$ cat src/hw/rtl/lmewp_pkg.sv
// ----------------------------------------------------------------------------
// List-mode event word parser package
// Shared types and constants for the word queue, the framer and the top level.
// ----------------------------------------------------------------------------
package lmewp_pkg;

    localparam int WORD_W   = 32;
    localparam int Q_DEPTH  = 2;

    localparam logic [31:0] PHYSICS_TYPE    = 32'd30;
    localparam logic [31:0] MIN_BODY_BYTES  = 32'd48;
    localparam logic [31:0] PRE_EVENT_WORDS = 32'd14;
    localparam logic [31:0] BODY_HDR_WORDS  = 32'd5;

    localparam logic [1:0] KIND_HEADER = 2'd0;
    localparam logic [1:0] KIND_ENERGY = 2'd1;
    localparam logic [1:0] KIND_QDC    = 2'd2;

    localparam logic [1:0] CFG_WRAPPED = 2'd0;
    localparam logic [1:0] CFG_LENGTHS = 2'd1;

    // one result record as it travels to the output stage
    typedef struct packed {
        logic [1:0]  record_kind;
        logic [31:0] event_number;
        logic [11:0] source_id;
        logic [4:0]  header_length;
        logic [13:0] event_length;
        logic        pileup;
        logic [47:0] timestamp;
        logic [15:0] cfd_word;
        logic [15:0] energy;
        logic [15:0] trace_info;
        logic [2:0]  sum_index;
        logic [31:0] sum_value;
    } t_record;

endpackage

$ cat src/hw/rtl/lmewp_queue.sv
// ----------------------------------------------------------------------------
// Word queue
// Short FIFO between the input front and the framing back end.
// ----------------------------------------------------------------------------
module lmewp_queue #(
    parameter int DEPTH = lmewp_pkg::Q_DEPTH
) (
    input  logic        i_clk,
    input  logic        i_rst_n,
    input  logic        i_valid,
    output logic        o_ready,
    input  logic [31:0] i_data,
    output logic        o_valid,
    input  logic        i_ready,
    output logic [31:0] o_data
);
    import lmewp_pkg::*;

    localparam int AW = (DEPTH > 1) ? $clog2(DEPTH) : 1;

    logic [31:0]  r_mem [DEPTH];
    logic [AW-1:0] r_wp, r_rp;
    logic [AW:0]   r_cnt;
    logic          wr, rd;

    assign o_ready = (r_cnt != (AW+1)'(DEPTH));
    assign o_valid = (r_cnt != '0);
    assign o_data  = r_mem[r_rp];
    assign wr = i_valid && o_ready;
    assign rd = o_valid && i_ready;

    // storage
    always_ff @(posedge i_clk) begin
        if (wr) begin
            r_mem[r_wp] <= i_data;
        end
    end

    // pointers
    always_ff @(posedge i_clk) begin
        if (!i_rst_n) begin
            r_wp  <= '0;
            r_rp  <= '0;
            r_cnt <= '0;
        end else begin
            if (wr) begin
                r_wp <= (r_wp == AW'(DEPTH-1)) ? '0 : r_wp + 1'b1;
            end
            if (rd) begin
                r_rp <= (r_rp == AW'(DEPTH-1)) ? '0 : r_rp + 1'b1;
            end
            r_cnt <= r_cnt + (AW+1)'(wr) - (AW+1)'(rd);
        end
    end

endmodule

$ cat src/hw/rtl/lmewp_framer.sv
// ----------------------------------------------------------------------------
// Framer back end
// Walks ring items and events one word at a time and builds records.
// ----------------------------------------------------------------------------
module lmewp_framer (
    input  logic                 i_clk,
    input  logic                 i_rst_n,
    input  logic                 i_wrapped,
    input  logic                 i_lengths,
    input  logic                 i_valid,
    output logic                 o_ready,
    input  logic [31:0]          i_word,
    output logic                 o_valid,
    input  logic                 i_ready,
    output lmewp_pkg::t_record   o_rec
);
    import lmewp_pkg::*;

    localparam logic [3:0] PH_START   = 4'd0;
    localparam logic [3:0] PH_RSIZE   = 4'd1;
    localparam logic [3:0] PH_RTYPE   = 4'd2;
    localparam logic [3:0] PH_RSKIP   = 4'd3;
    localparam logic [3:0] PH_RBH     = 4'd4;
    localparam logic [3:0] PH_BSIZE   = 4'd5;
    localparam logic [3:0] PH_BSKIP   = 4'd6;
    localparam logic [3:0] PH_PRESKIP = 4'd7;
    localparam logic [3:0] PH_H0      = 4'd8;
    localparam logic [3:0] PH_H1      = 4'd9;
    localparam logic [3:0] PH_H2      = 4'd10;
    localparam logic [3:0] PH_H3      = 4'd11;
    localparam logic [3:0] PH_EXTRA   = 4'd12;
    localparam logic [3:0] PH_TSKIP   = 4'd13;

    logic [3:0]  r_phase, n_phase;
    logic [31:0] r_left, n_left;
    logic [31:0] r_bsize, n_bsize;
    logic [31:0] r_bused, n_bused;
    logic [31:0] r_h0, r_h1, r_h2;
    logic [31:0] r_evt, n_evt;
    logic [4:0]  r_xidx, n_xidx;
    logic [4:0]  r_hl, n_hl;
    logic        r_ovalid;
    t_record     r_rec, n_rec;
    logic        n_emit;
    logic        take;

    logic [3:0]  ph;
    logic        last;
    logic [4:0]  hl_w;
    logic [13:0] el_w, el_h;
    logic [14:0] tlen;
    logic [31:0] k;

    // output register frees as soon as it is taken
    assign o_ready = !r_ovalid || i_ready;
    assign take    = i_valid && o_ready;
    assign o_valid = r_ovalid;
    assign o_rec   = r_rec;

    always_comb begin
        n_phase = r_phase;
        n_left  = r_left;
        n_bsize = r_bsize;
        n_bused = r_bused;
        n_evt   = r_evt;
        n_xidx  = r_xidx;
        n_hl    = r_hl;
        n_rec   = '0;
        n_emit  = 1'b0;
        k       = '0;
        hl_w    = r_h0[16:12];
        el_w    = r_h0[30:17];
        el_h    = r_h0[30:17];
        tlen    = i_word[30:16];
        last    = (r_left <= 32'd1);

        // resolve the start of an item
        ph = r_phase;
        if (r_phase == PH_START) begin
            if (!i_wrapped) begin
                ph = PH_H0;
            end else if (r_bused < r_bsize && r_bsize > MIN_BODY_BYTES) begin
                ph = PH_PRESKIP;
                n_left = PRE_EVENT_WORDS;
                last = 1'b0;
            end else begin
                ph = PH_RSIZE;
            end
        end

        unique case (ph)
            PH_RSIZE: begin
                n_left  = i_word;
                n_phase = PH_RTYPE;
            end
            PH_RTYPE: begin
                if (i_word == PHYSICS_TYPE) begin
                    n_left  = BODY_HDR_WORDS;
                    n_phase = PH_RBH;
                end else begin
                    k = (r_left >= 32'd8) ? ((r_left - 32'd8) >> 2) : '0;
                    n_left  = k;
                    n_phase = (k != '0) ? PH_RSKIP : PH_RSIZE;
                end
            end
            PH_RSKIP, PH_RBH, PH_BSKIP, PH_TSKIP: begin
                if (ph == PH_TSKIP) begin
                    n_bused = r_bused + 32'd4;
                end
                if (last) begin
                    n_left = '0;
                    unique case (ph)
                        PH_RSKIP: n_phase = PH_RSIZE;
                        PH_RBH:   n_phase = PH_BSIZE;
                        default:  n_phase = PH_START;
                    endcase
                end else begin
                    n_left = r_left - 32'd1;
                end
            end
            PH_BSIZE: begin
                n_bsize = i_word;
                n_bused = 32'd4;
                if (i_word > MIN_BODY_BYTES) begin
                    n_phase = PH_START;
                end else begin
                    k = (i_word > 32'd4) ? ((i_word - 32'd4) >> 2) : '0;
                    n_bused = i_word;
                    n_left  = k;
                    n_phase = (k != '0) ? PH_BSKIP : PH_START;
                end
            end
            PH_PRESKIP: begin
                n_bused = r_bused + 32'd4;
                if (r_phase == PH_START) begin
                    n_left  = PRE_EVENT_WORDS - 32'd1;
                    n_phase = PH_PRESKIP;
                end else if (last) begin
                    n_left  = '0;
                    n_phase = PH_H0;
                end else begin
                    n_left  = r_left - 32'd1;
                    n_phase = PH_PRESKIP;
                end
            end
            PH_H0, PH_H1, PH_H2: begin
                n_bused = r_bused + 32'd4;
                n_phase = ph + 4'd1;
            end
            PH_H3: begin
                n_bused = r_bused + 32'd4;
                n_evt   = r_evt + 32'd1;
                n_emit  = 1'b1;
                n_rec.record_kind   = KIND_HEADER;
                n_rec.header_length = hl_w;
                n_rec.event_length  = el_w;
                n_hl = hl_w;
                if (i_lengths) begin
                    n_rec.trace_info = {1'b0, tlen};
                    k = (el_w > 14'd4) ? 32'(el_w - 14'd4) : '0;
                    n_left  = k;
                    n_phase = (k != '0) ? PH_TSKIP : PH_START;
                end else begin
                    n_rec.event_number = r_evt + 32'd1;
                    n_rec.source_id    = r_h0[11:0];
                    n_rec.pileup       = r_h0[31];
                    n_rec.timestamp    = {r_h2[15:0], r_h1};
                    n_rec.cfd_word     = r_h2[31:16];
                    n_rec.energy       = i_word[15:0];
                    n_rec.trace_info   = {i_word[31],
                                          (14'(el_w) > 14'(hl_w)) ? 15'd0 : tlen};
                    n_xidx = '0;
                    if (hl_w > 5'd4) begin
                        n_left  = 32'(hl_w - 5'd4);
                        n_phase = PH_EXTRA;
                    end else begin
                        k = (el_w > 14'(hl_w)) ? 32'(el_w - 14'(hl_w)) : '0;
                        n_left  = k;
                        n_phase = (k != '0) ? PH_TSKIP : PH_START;
                    end
                end
            end
            PH_EXTRA: begin
                n_bused = r_bused + 32'd4;
                n_rec.event_number = r_evt;
                n_rec.sum_value    = i_word;
                if ((r_hl == 5'd8 || r_hl == 5'd16) && r_xidx < 5'd4) begin
                    n_emit = 1'b1;
                    n_rec.record_kind = KIND_ENERGY;
                    n_rec.sum_index   = r_xidx[2:0];
                end else if (r_hl == 5'd12 && r_xidx < 5'd8) begin
                    n_emit = 1'b1;
                    n_rec.record_kind = KIND_QDC;
                    n_rec.sum_index   = r_xidx[2:0];
                end else if (r_hl == 5'd16 && r_xidx >= 5'd4 && r_xidx < 5'd12) begin
                    n_emit = 1'b1;
                    n_rec.record_kind = KIND_QDC;
                    n_rec.sum_index   = 3'(r_xidx - 5'd4);
                end
                n_xidx = r_xidx + 5'd1;
                if (last) begin
                    k = (el_h > 14'(r_hl)) ? 32'(el_h - 14'(r_hl)) : '0;
                    n_left  = k;
                    n_phase = (k != '0) ? PH_TSKIP : PH_START;
                end else begin
                    n_left = r_left - 32'd1;
                end
            end
            default: begin
                n_phase = PH_START;
            end
        endcase
    end

    // header word capture
    always_ff @(posedge i_clk) begin
        if (take) begin
            if (n_phase == PH_H1 && (r_phase == PH_H0 || r_phase == PH_START)) begin
                r_h0 <= i_word;
            end
            if (r_phase == PH_H1) begin
                r_h1 <= i_word;
            end
            if (r_phase == PH_H2) begin
                r_h2 <= i_word;
            end
        end
        if (take && n_emit) begin
            r_rec <= n_rec;
        end
    end

    // control state
    always_ff @(posedge i_clk) begin
        if (!i_rst_n) begin
            r_phase  <= PH_START;
            r_left   <= '0;
            r_bsize  <= '0;
            r_bused  <= '0;
            r_evt    <= '1;
            r_xidx   <= '0;
            r_hl     <= '0;
            r_ovalid <= 1'b0;
        end else begin
            if (take) begin
                r_phase <= n_phase;
                r_left  <= n_left;
                r_bsize <= n_bsize;
                r_bused <= n_bused;
                r_evt   <= n_evt;
                r_xidx  <= n_xidx;
                r_hl    <= n_hl;
            end
            if (take) begin
                r_ovalid <= n_emit;
            end else if (i_ready) begin
                r_ovalid <= 1'b0;
            end
        end
    end

endmodule

$ cat src/hw/rtl/list_mode_event_word_parser.sv
// ----------------------------------------------------------------------------
// List-mode event word parser
// Output: a record is held in the framer output register once its last word
// has passed through the word queue and been accepted by the framer.
// Throughput: one word per cycle, queue and framer alike, unless a record waits.
// Two-entry word queue decouples the input from the framer back end.
// Reset: synchronous active low; clears phase, counters, queue, config to 0.
// Event counter resets to all ones so the first event is number 0.
// ----------------------------------------------------------------------------
module list_mode_event_word_parser #(
    parameter int QUEUE_DEPTH = lmewp_pkg::Q_DEPTH
) (
    input  logic        i_clk,
    input  logic        i_rst_n,
    input  logic        i_cfg_we,
    input  logic        i_cfg_index,
    input  logic        i_cfg_data,
    input  logic        i_valid,
    output logic        o_ready,
    input  logic [31:0] i_word,
    output logic        o_valid,
    input  logic        i_ready,
    output logic [1:0]  o_record_kind,
    output logic [31:0] o_event_number,
    output logic [11:0] o_source_id,
    output logic [4:0]  o_header_length,
    output logic [13:0] o_event_length,
    output logic        o_pileup,
    output logic [47:0] o_timestamp,
    output logic [15:0] o_cfd_word,
    output logic [15:0] o_energy,
    output logic [15:0] o_trace_info,
    output logic [2:0]  o_sum_index,
    output logic [31:0] o_sum_value
);
    import lmewp_pkg::*;

    logic        r_wrapped, r_lengths;
    logic        q_valid, q_ready;
    logic [31:0] q_word;
    t_record     rec;

    // configuration registers
    always_ff @(posedge i_clk) begin
        if (!i_rst_n) begin
            r_wrapped <= 1'b0;
            r_lengths <= 1'b0;
        end else if (i_cfg_we) begin
            if (i_cfg_index == CFG_WRAPPED[0]) begin
                r_wrapped <= i_cfg_data;
            end else begin
                r_lengths <= i_cfg_data;
            end
        end
    end

    lmewp_queue #(.DEPTH(QUEUE_DEPTH)) u_queue (
        .i_clk   (i_clk),
        .i_rst_n (i_rst_n),
        .i_valid (i_valid),
        .o_ready (o_ready),
        .i_data  (i_word),
        .o_valid (q_valid),
        .i_ready (q_ready),
        .o_data  (q_word)
    );

    lmewp_framer u_framer (
        .i_clk     (i_clk),
        .i_rst_n   (i_rst_n),
        .i_wrapped (r_wrapped),
        .i_lengths (r_lengths),
        .i_valid   (q_valid),
        .o_ready   (q_ready),
        .i_word    (q_word),
        .o_valid   (o_valid),
        .i_ready   (i_ready),
        .o_rec     (rec)
    );

    assign o_record_kind   = rec.record_kind;
    assign o_event_number  = rec.event_number;
    assign o_source_id     = rec.source_id;
    assign o_header_length = rec.header_length;
    assign o_event_length  = rec.event_length;
    assign o_pileup        = rec.pileup;
    assign o_timestamp     = rec.timestamp;
    assign o_cfd_word      = rec.cfd_word;
    assign o_energy        = rec.energy;
    assign o_trace_info    = rec.trace_info;
    assign o_sum_index     = rec.sum_index;
    assign o_sum_value     = rec.sum_value;

endmodule
$ cat config.mk
export PLATFORM = sky130hd
export DESIGN_NAME = list_mode_event_word_parser
export DESIGN_NICKNAME = d
export VERILOG_FILES = /design/src/hw/rtl/lmewp_pkg.sv /design/src/hw/rtl/lmewp_queue.sv /design/src/hw/rtl/lmewp_framer.sv /design/src/hw/rtl/list_mode_event_word_parser.sv
export SDC_FILE = /design/constraint.sdc
export NUM_CORES = 1
export LEC_CHECK = 0
export BUFFER_PORTS_ARGS = -buffer_cell sky130_fd_sc_hd__buf_4
export CAP_MARGIN = 5
export CELL_PAD_IN_SITES_DETAIL_PLACEMENT = 0
export CELL_PAD_IN_SITES_GLOBAL_PLACEMENT = 2
export CORE_ASPECT_RATIO = 0.7
export CORE_MARGIN = 2
export CORE_UTILIZATION = 26
export DETAILED_ROUTE_END_ITERATION = 16
export PLACE_DENSITY_LB_ADDON = 0.1
export SETUP_SLACK_MARGIN = 0.4
export SLEW_MARGIN = 20
export SYNTH_ARGS = -nofsm -noshare
export SYNTH_HDL_FRONTEND = slang
export SYNTH_SLANG_ARGS = --single-unit
$ cat constraint.sdc
create_clock -name i_clk -period 8.4 [get_ports i_clk]
set_input_delay 1.68 -clock i_clk [delete_from_list [all_inputs] [get_ports i_clk]]
set_output_delay 1.68 -clock i_clk [all_outputs]
set_load 0.02 [all_outputs]
==> qor.csv <==
stage;metric;value;unit
timing;rsz0062_at_grt;false;
setup_path;cp_slowest_cell;and4b_2;
grt;grt_pass1_wl;153500;µm
floorplanning;start_util;26.35;%
setup_path;cp-start-kind;register;
logic_synthesis;synth.ff_latch_count;507;
grt;grt_pass1_vias;20780;
setup_path;worstSetupPathType;reg -> reg;
cells_and_area;area_growth;21.04;%
grt;grt_max_degree;157;
logic_synthesis;async_reset_ff_share;0;%
clock_tree;clk_pin_slew;60;ps
clock_tree;cts-hold-fix-buffers;0;
setup_path;cpLargestDelayFamily;simple AND/OR/NAND/NOR gates;
cells_and_area;layout-drive-gt1-share;16.21;%
logic_synthesis;synth.avg_cell_area;10.10;µm²
timing;tightest_slew;1235;ps
logic_synthesis;synth_cell_types;101;
power;power_density;350.8;nW/µm²
detailed_routing;detail_route.wl_per_cell;26.05;µm
logic_synthesis;syn_inst;2567;
clock_tree;htree_levels;2;
logic_synthesis;syn_nets;2671;
grt;overflow;0;
logic_synthesis;ys_seq_area_share;52.94;%
clock_tree;clockRootBuffer;clkbuf_16;
clock_tree;cts.sinks;507;
timing;setup_violations;0;
cells_and_area;final_util;31.89;%
cells_and_area;finish.instance_area;31380;µm²
power;ir_drop;0.1965;mV
timing;holdWs;479.4;ps
setup_path;cp_data_required_time;8670;ps
detailed_routing;dr_wl_met2;44170;µm
placed_design;dp_hpwl;76940;µm
timing;drv_slew;0;
flow_run;maxCapViolations;0;
setup_path;crit_path_cell_trace;inv_1, ha_1, nand4_1, or4_1, a311o_1, nand2_2, nand2b_1, inv_1, ha_1, nand3_2, o311ai_0, nor2_1, and3_1, a21oi_1, o21a_1, nor2b_1, and4b_2;
detailed_routing;antenna_left;0;
floorplanning;ios;238;
grt;globalRouteTotalUtil;20.55;%
detailed_routing;wl_met1;55890;µm
timing;fin_crit;6466;ps
grt;antenna_found_initial;9;
detailed_routing;drcViolationCount;0;
clock_tree;clkLatencyLatePin;670;ps
detailed_routing;wl_met3;6245;µm
clock_tree;cts_buffer_depth;3;
timing;slew_headroom;17.68;%
cells_and_area;num-nets-final;2875;
setup_path;worstPathMaxFanout;32;
setup_path;arrival;6730;ps
placed_design;dpl_cell_area;29300;µm²
clock_tree;cts_buffers;57;
logic_synthesis;ys_warn_count;0;
logic_synthesis;synth_edf_count;357;
detailed_routing;top_layer;met4;
floorplanning;rows;96;
timing;clock_skew;43.57;ps
detailed_routing;dr.pass1.iters;6;
logic_synthesis;netlist_area;25920;µm²
floorplanning;core_area;98370;µm²
placed_design;portBuffers;237;
timing;hold_viol_final;0;
placed_design;gp_congestion;0.8877;
detailed_routing;viasPerCell;5.218;
detailed_routing;routed_wl;108000;µm
floorplanning;dieWidth;381.4;µm
logic_synthesis;yosys_most_used_dff;edfxtp_1;
setup_path;path_buf_inv;2;
setup_path;cpPeakStageDelay;870;ps
detailed_routing;vias;21630;
outcome;status;finished, final reports clean;
timing;fmax;154.7;MHz
clock_tree;post_cts_buffers;0;
setup_path;cp-end-kind;register;
timing;fin_crit_sh;76.97;%
floorplanning;dieArea;102300;µm²
floorplanning;die_y;268.2;µm
min_path;hold_path.class;reg -> reg;
detailed_routing;drt-initial-drc-count;1953;
clock_tree;cts_tree;done;
clock_tree;post_cts_resized;0;
timing;setup-tns-final;0;ps
power;cellLeakagePower;11.20;nW
## tightest hold or removal path, stage by stage, from the launching register on
cell	delay, ps
dfxtp_1	330
nand2_1	60
a21oi_1	50
## report_power, final
| part | switching, W | internal (W) |
|---|---|---|
| logic | 0.00340 | 0.00157 |
| clock network | 0.00115 | 0.00159 |
| registers | 0.000344 | 0.00295 |
## state kept, by name, indices dropped and copies added (netlist names), 32 cells and up, named ones only
signal / count
u_framer.r_bsize: 32
u_queue.r_mem: 64
u_framer.r_left: 32
u_framer.r_h2: 32
u_framer.o_rec: 197
u_framer.r_evt: 32
u_framer.r_bused: 32
u_framer.r_h1: 32
u_framer.r_h0: 32
## kinds of logic (layout without fill, tap and decap cells)
kind of cell    count (synthesis)  after routing  synth area share (%)
compound gates                556            556                 13.92
mux                            42             42                 1.714
flops                         507            507                 52.94
fa+ha+maj                      65             65                 3.195
xor+xnor                      114            114                 3.852
simple gates                 1021           1021                 20.29
other cells                     0              3                     0
buf+inv                       262            515                 4.093
## cells in the final DEF, fill, tap and decap left out, drive strengths merged, types with 39 or more instances in the layout
cell / count
mux2i: 39
clkbuf: 62
a21oi: 122
xor2: 43
nor2: 251
ha: 63
a211oi: 48
nor4: 53
nand2: 221
o21ai: 170
nand3: 85
or3: 45
dfxtp: 150
and2: 48
edfxtp: 357
inv: 101
xnor2: 71
nor3: 68
buf: 305
and3: 113
## cell usage after synthesis (all sizes together) (6+ instances only)
library cell | n | area, µm²
o32ai | 8 | 70.07
nand2b | 14 | 87.58
nor3 | 68 | 345.3
and4 | 10 | 87.58
a21boi | 6 | 45.05
xnor2 | 71 | 621.9
edfxtp | 357 | 10720
nor2 | 251 | 949.7
buf | 40 | 227.7
dfxtp | 150 | 3003
o211ai | 7 | 57.55
a211oi | 48 | 370.3
inv | 101 | 379.1
a31oi | 15 | 93.84
nor2b | 7 | 43.79
and3 | 113 | 706.9
a21o | 9 | 67.56
a22o | 8 | 70.07
o2bb2ai | 6 | 52.55
nor4 | 53 | 374.1
mux2i | 39 | 410.4
xor2 | 43 | 376.6
o21a | 17 | 127.6
or4 | 24 | 180.2
nor4b | 11 | 117.6
and2 | 48 | 300.3
a21oi | 122 | 610.6
nor3b | 16 | 120.1
or3 | 45 | 281.5
nand3 | 85 | 425.4
o22ai | 33 | 206.5
o21ai | 170 | 862.1
ha | 63 | 788.3
o2111ai | 9 | 96.35
or2 | 8 | 50.05
or3b | 7 | 61.31
nand4 | 27 | 175.2
nand2 | 221 | 834.6
clkbuf | 120 | 450.4
o31ai | 24 | 180.2
a22oi | 8 | 60.06
## area by class of cell
| class | count | area, µm² |
|---|---|---|
| fillers | 10130 | 67000 |
| clock inverters | 46 | 594.3 |
| inverters | 102 | 386.6 |
| clock buffers | 62 | 1445 |
| diodes | 3 | 7.507 |
| flip-flops and latches | 507 | 13730 |
| multi-input cells | 1798 | 11240 |
| well taps | 1323 | 1655 |
| repair buffers | 305 | 2322 |
## stage by stage
| stage | worst slack, ps | instances | power [W] |
|---|---|---|---|
| floorplan | 1448 | 2567 | 0.006323 |
| global placement | 2055 | 4034 | 0.008262 |
| detailed placement | 1917 | 4034 | 0.008198 |
| CTS | 1884 | 4142 | 0.01100 |
| global route | 1441 | 4143 | 0.01158 |
| finish | 1935 | 4146 | 0.01101 |
## layer usage
metal | track usage, % | vias up
met3 | 2.716 | 97
met2 | 29.17 | 700
li1 | - | 9903
met5 | 0 | -
met4 | 3.824 | 0
met1 | 32.74 | 10930
## path summary, 6_finish.rpt
kind	start	end	slack, ps	cells past startpoint
hold / removal	u_framer.r_hl[2]	u_framer.r_hl[2]	480	2
setup / recovery	u_framer.r_bsize[31]	u_framer.r_h0[3]	1930	17
setup reg to reg	u_framer.r_bsize[31]	u_framer.r_h0[3]	1930	17
hold reg to reg	u_framer.r_hl[2]	u_framer.r_hl[2]	480	2
Power figures use the tool's default switching activity.
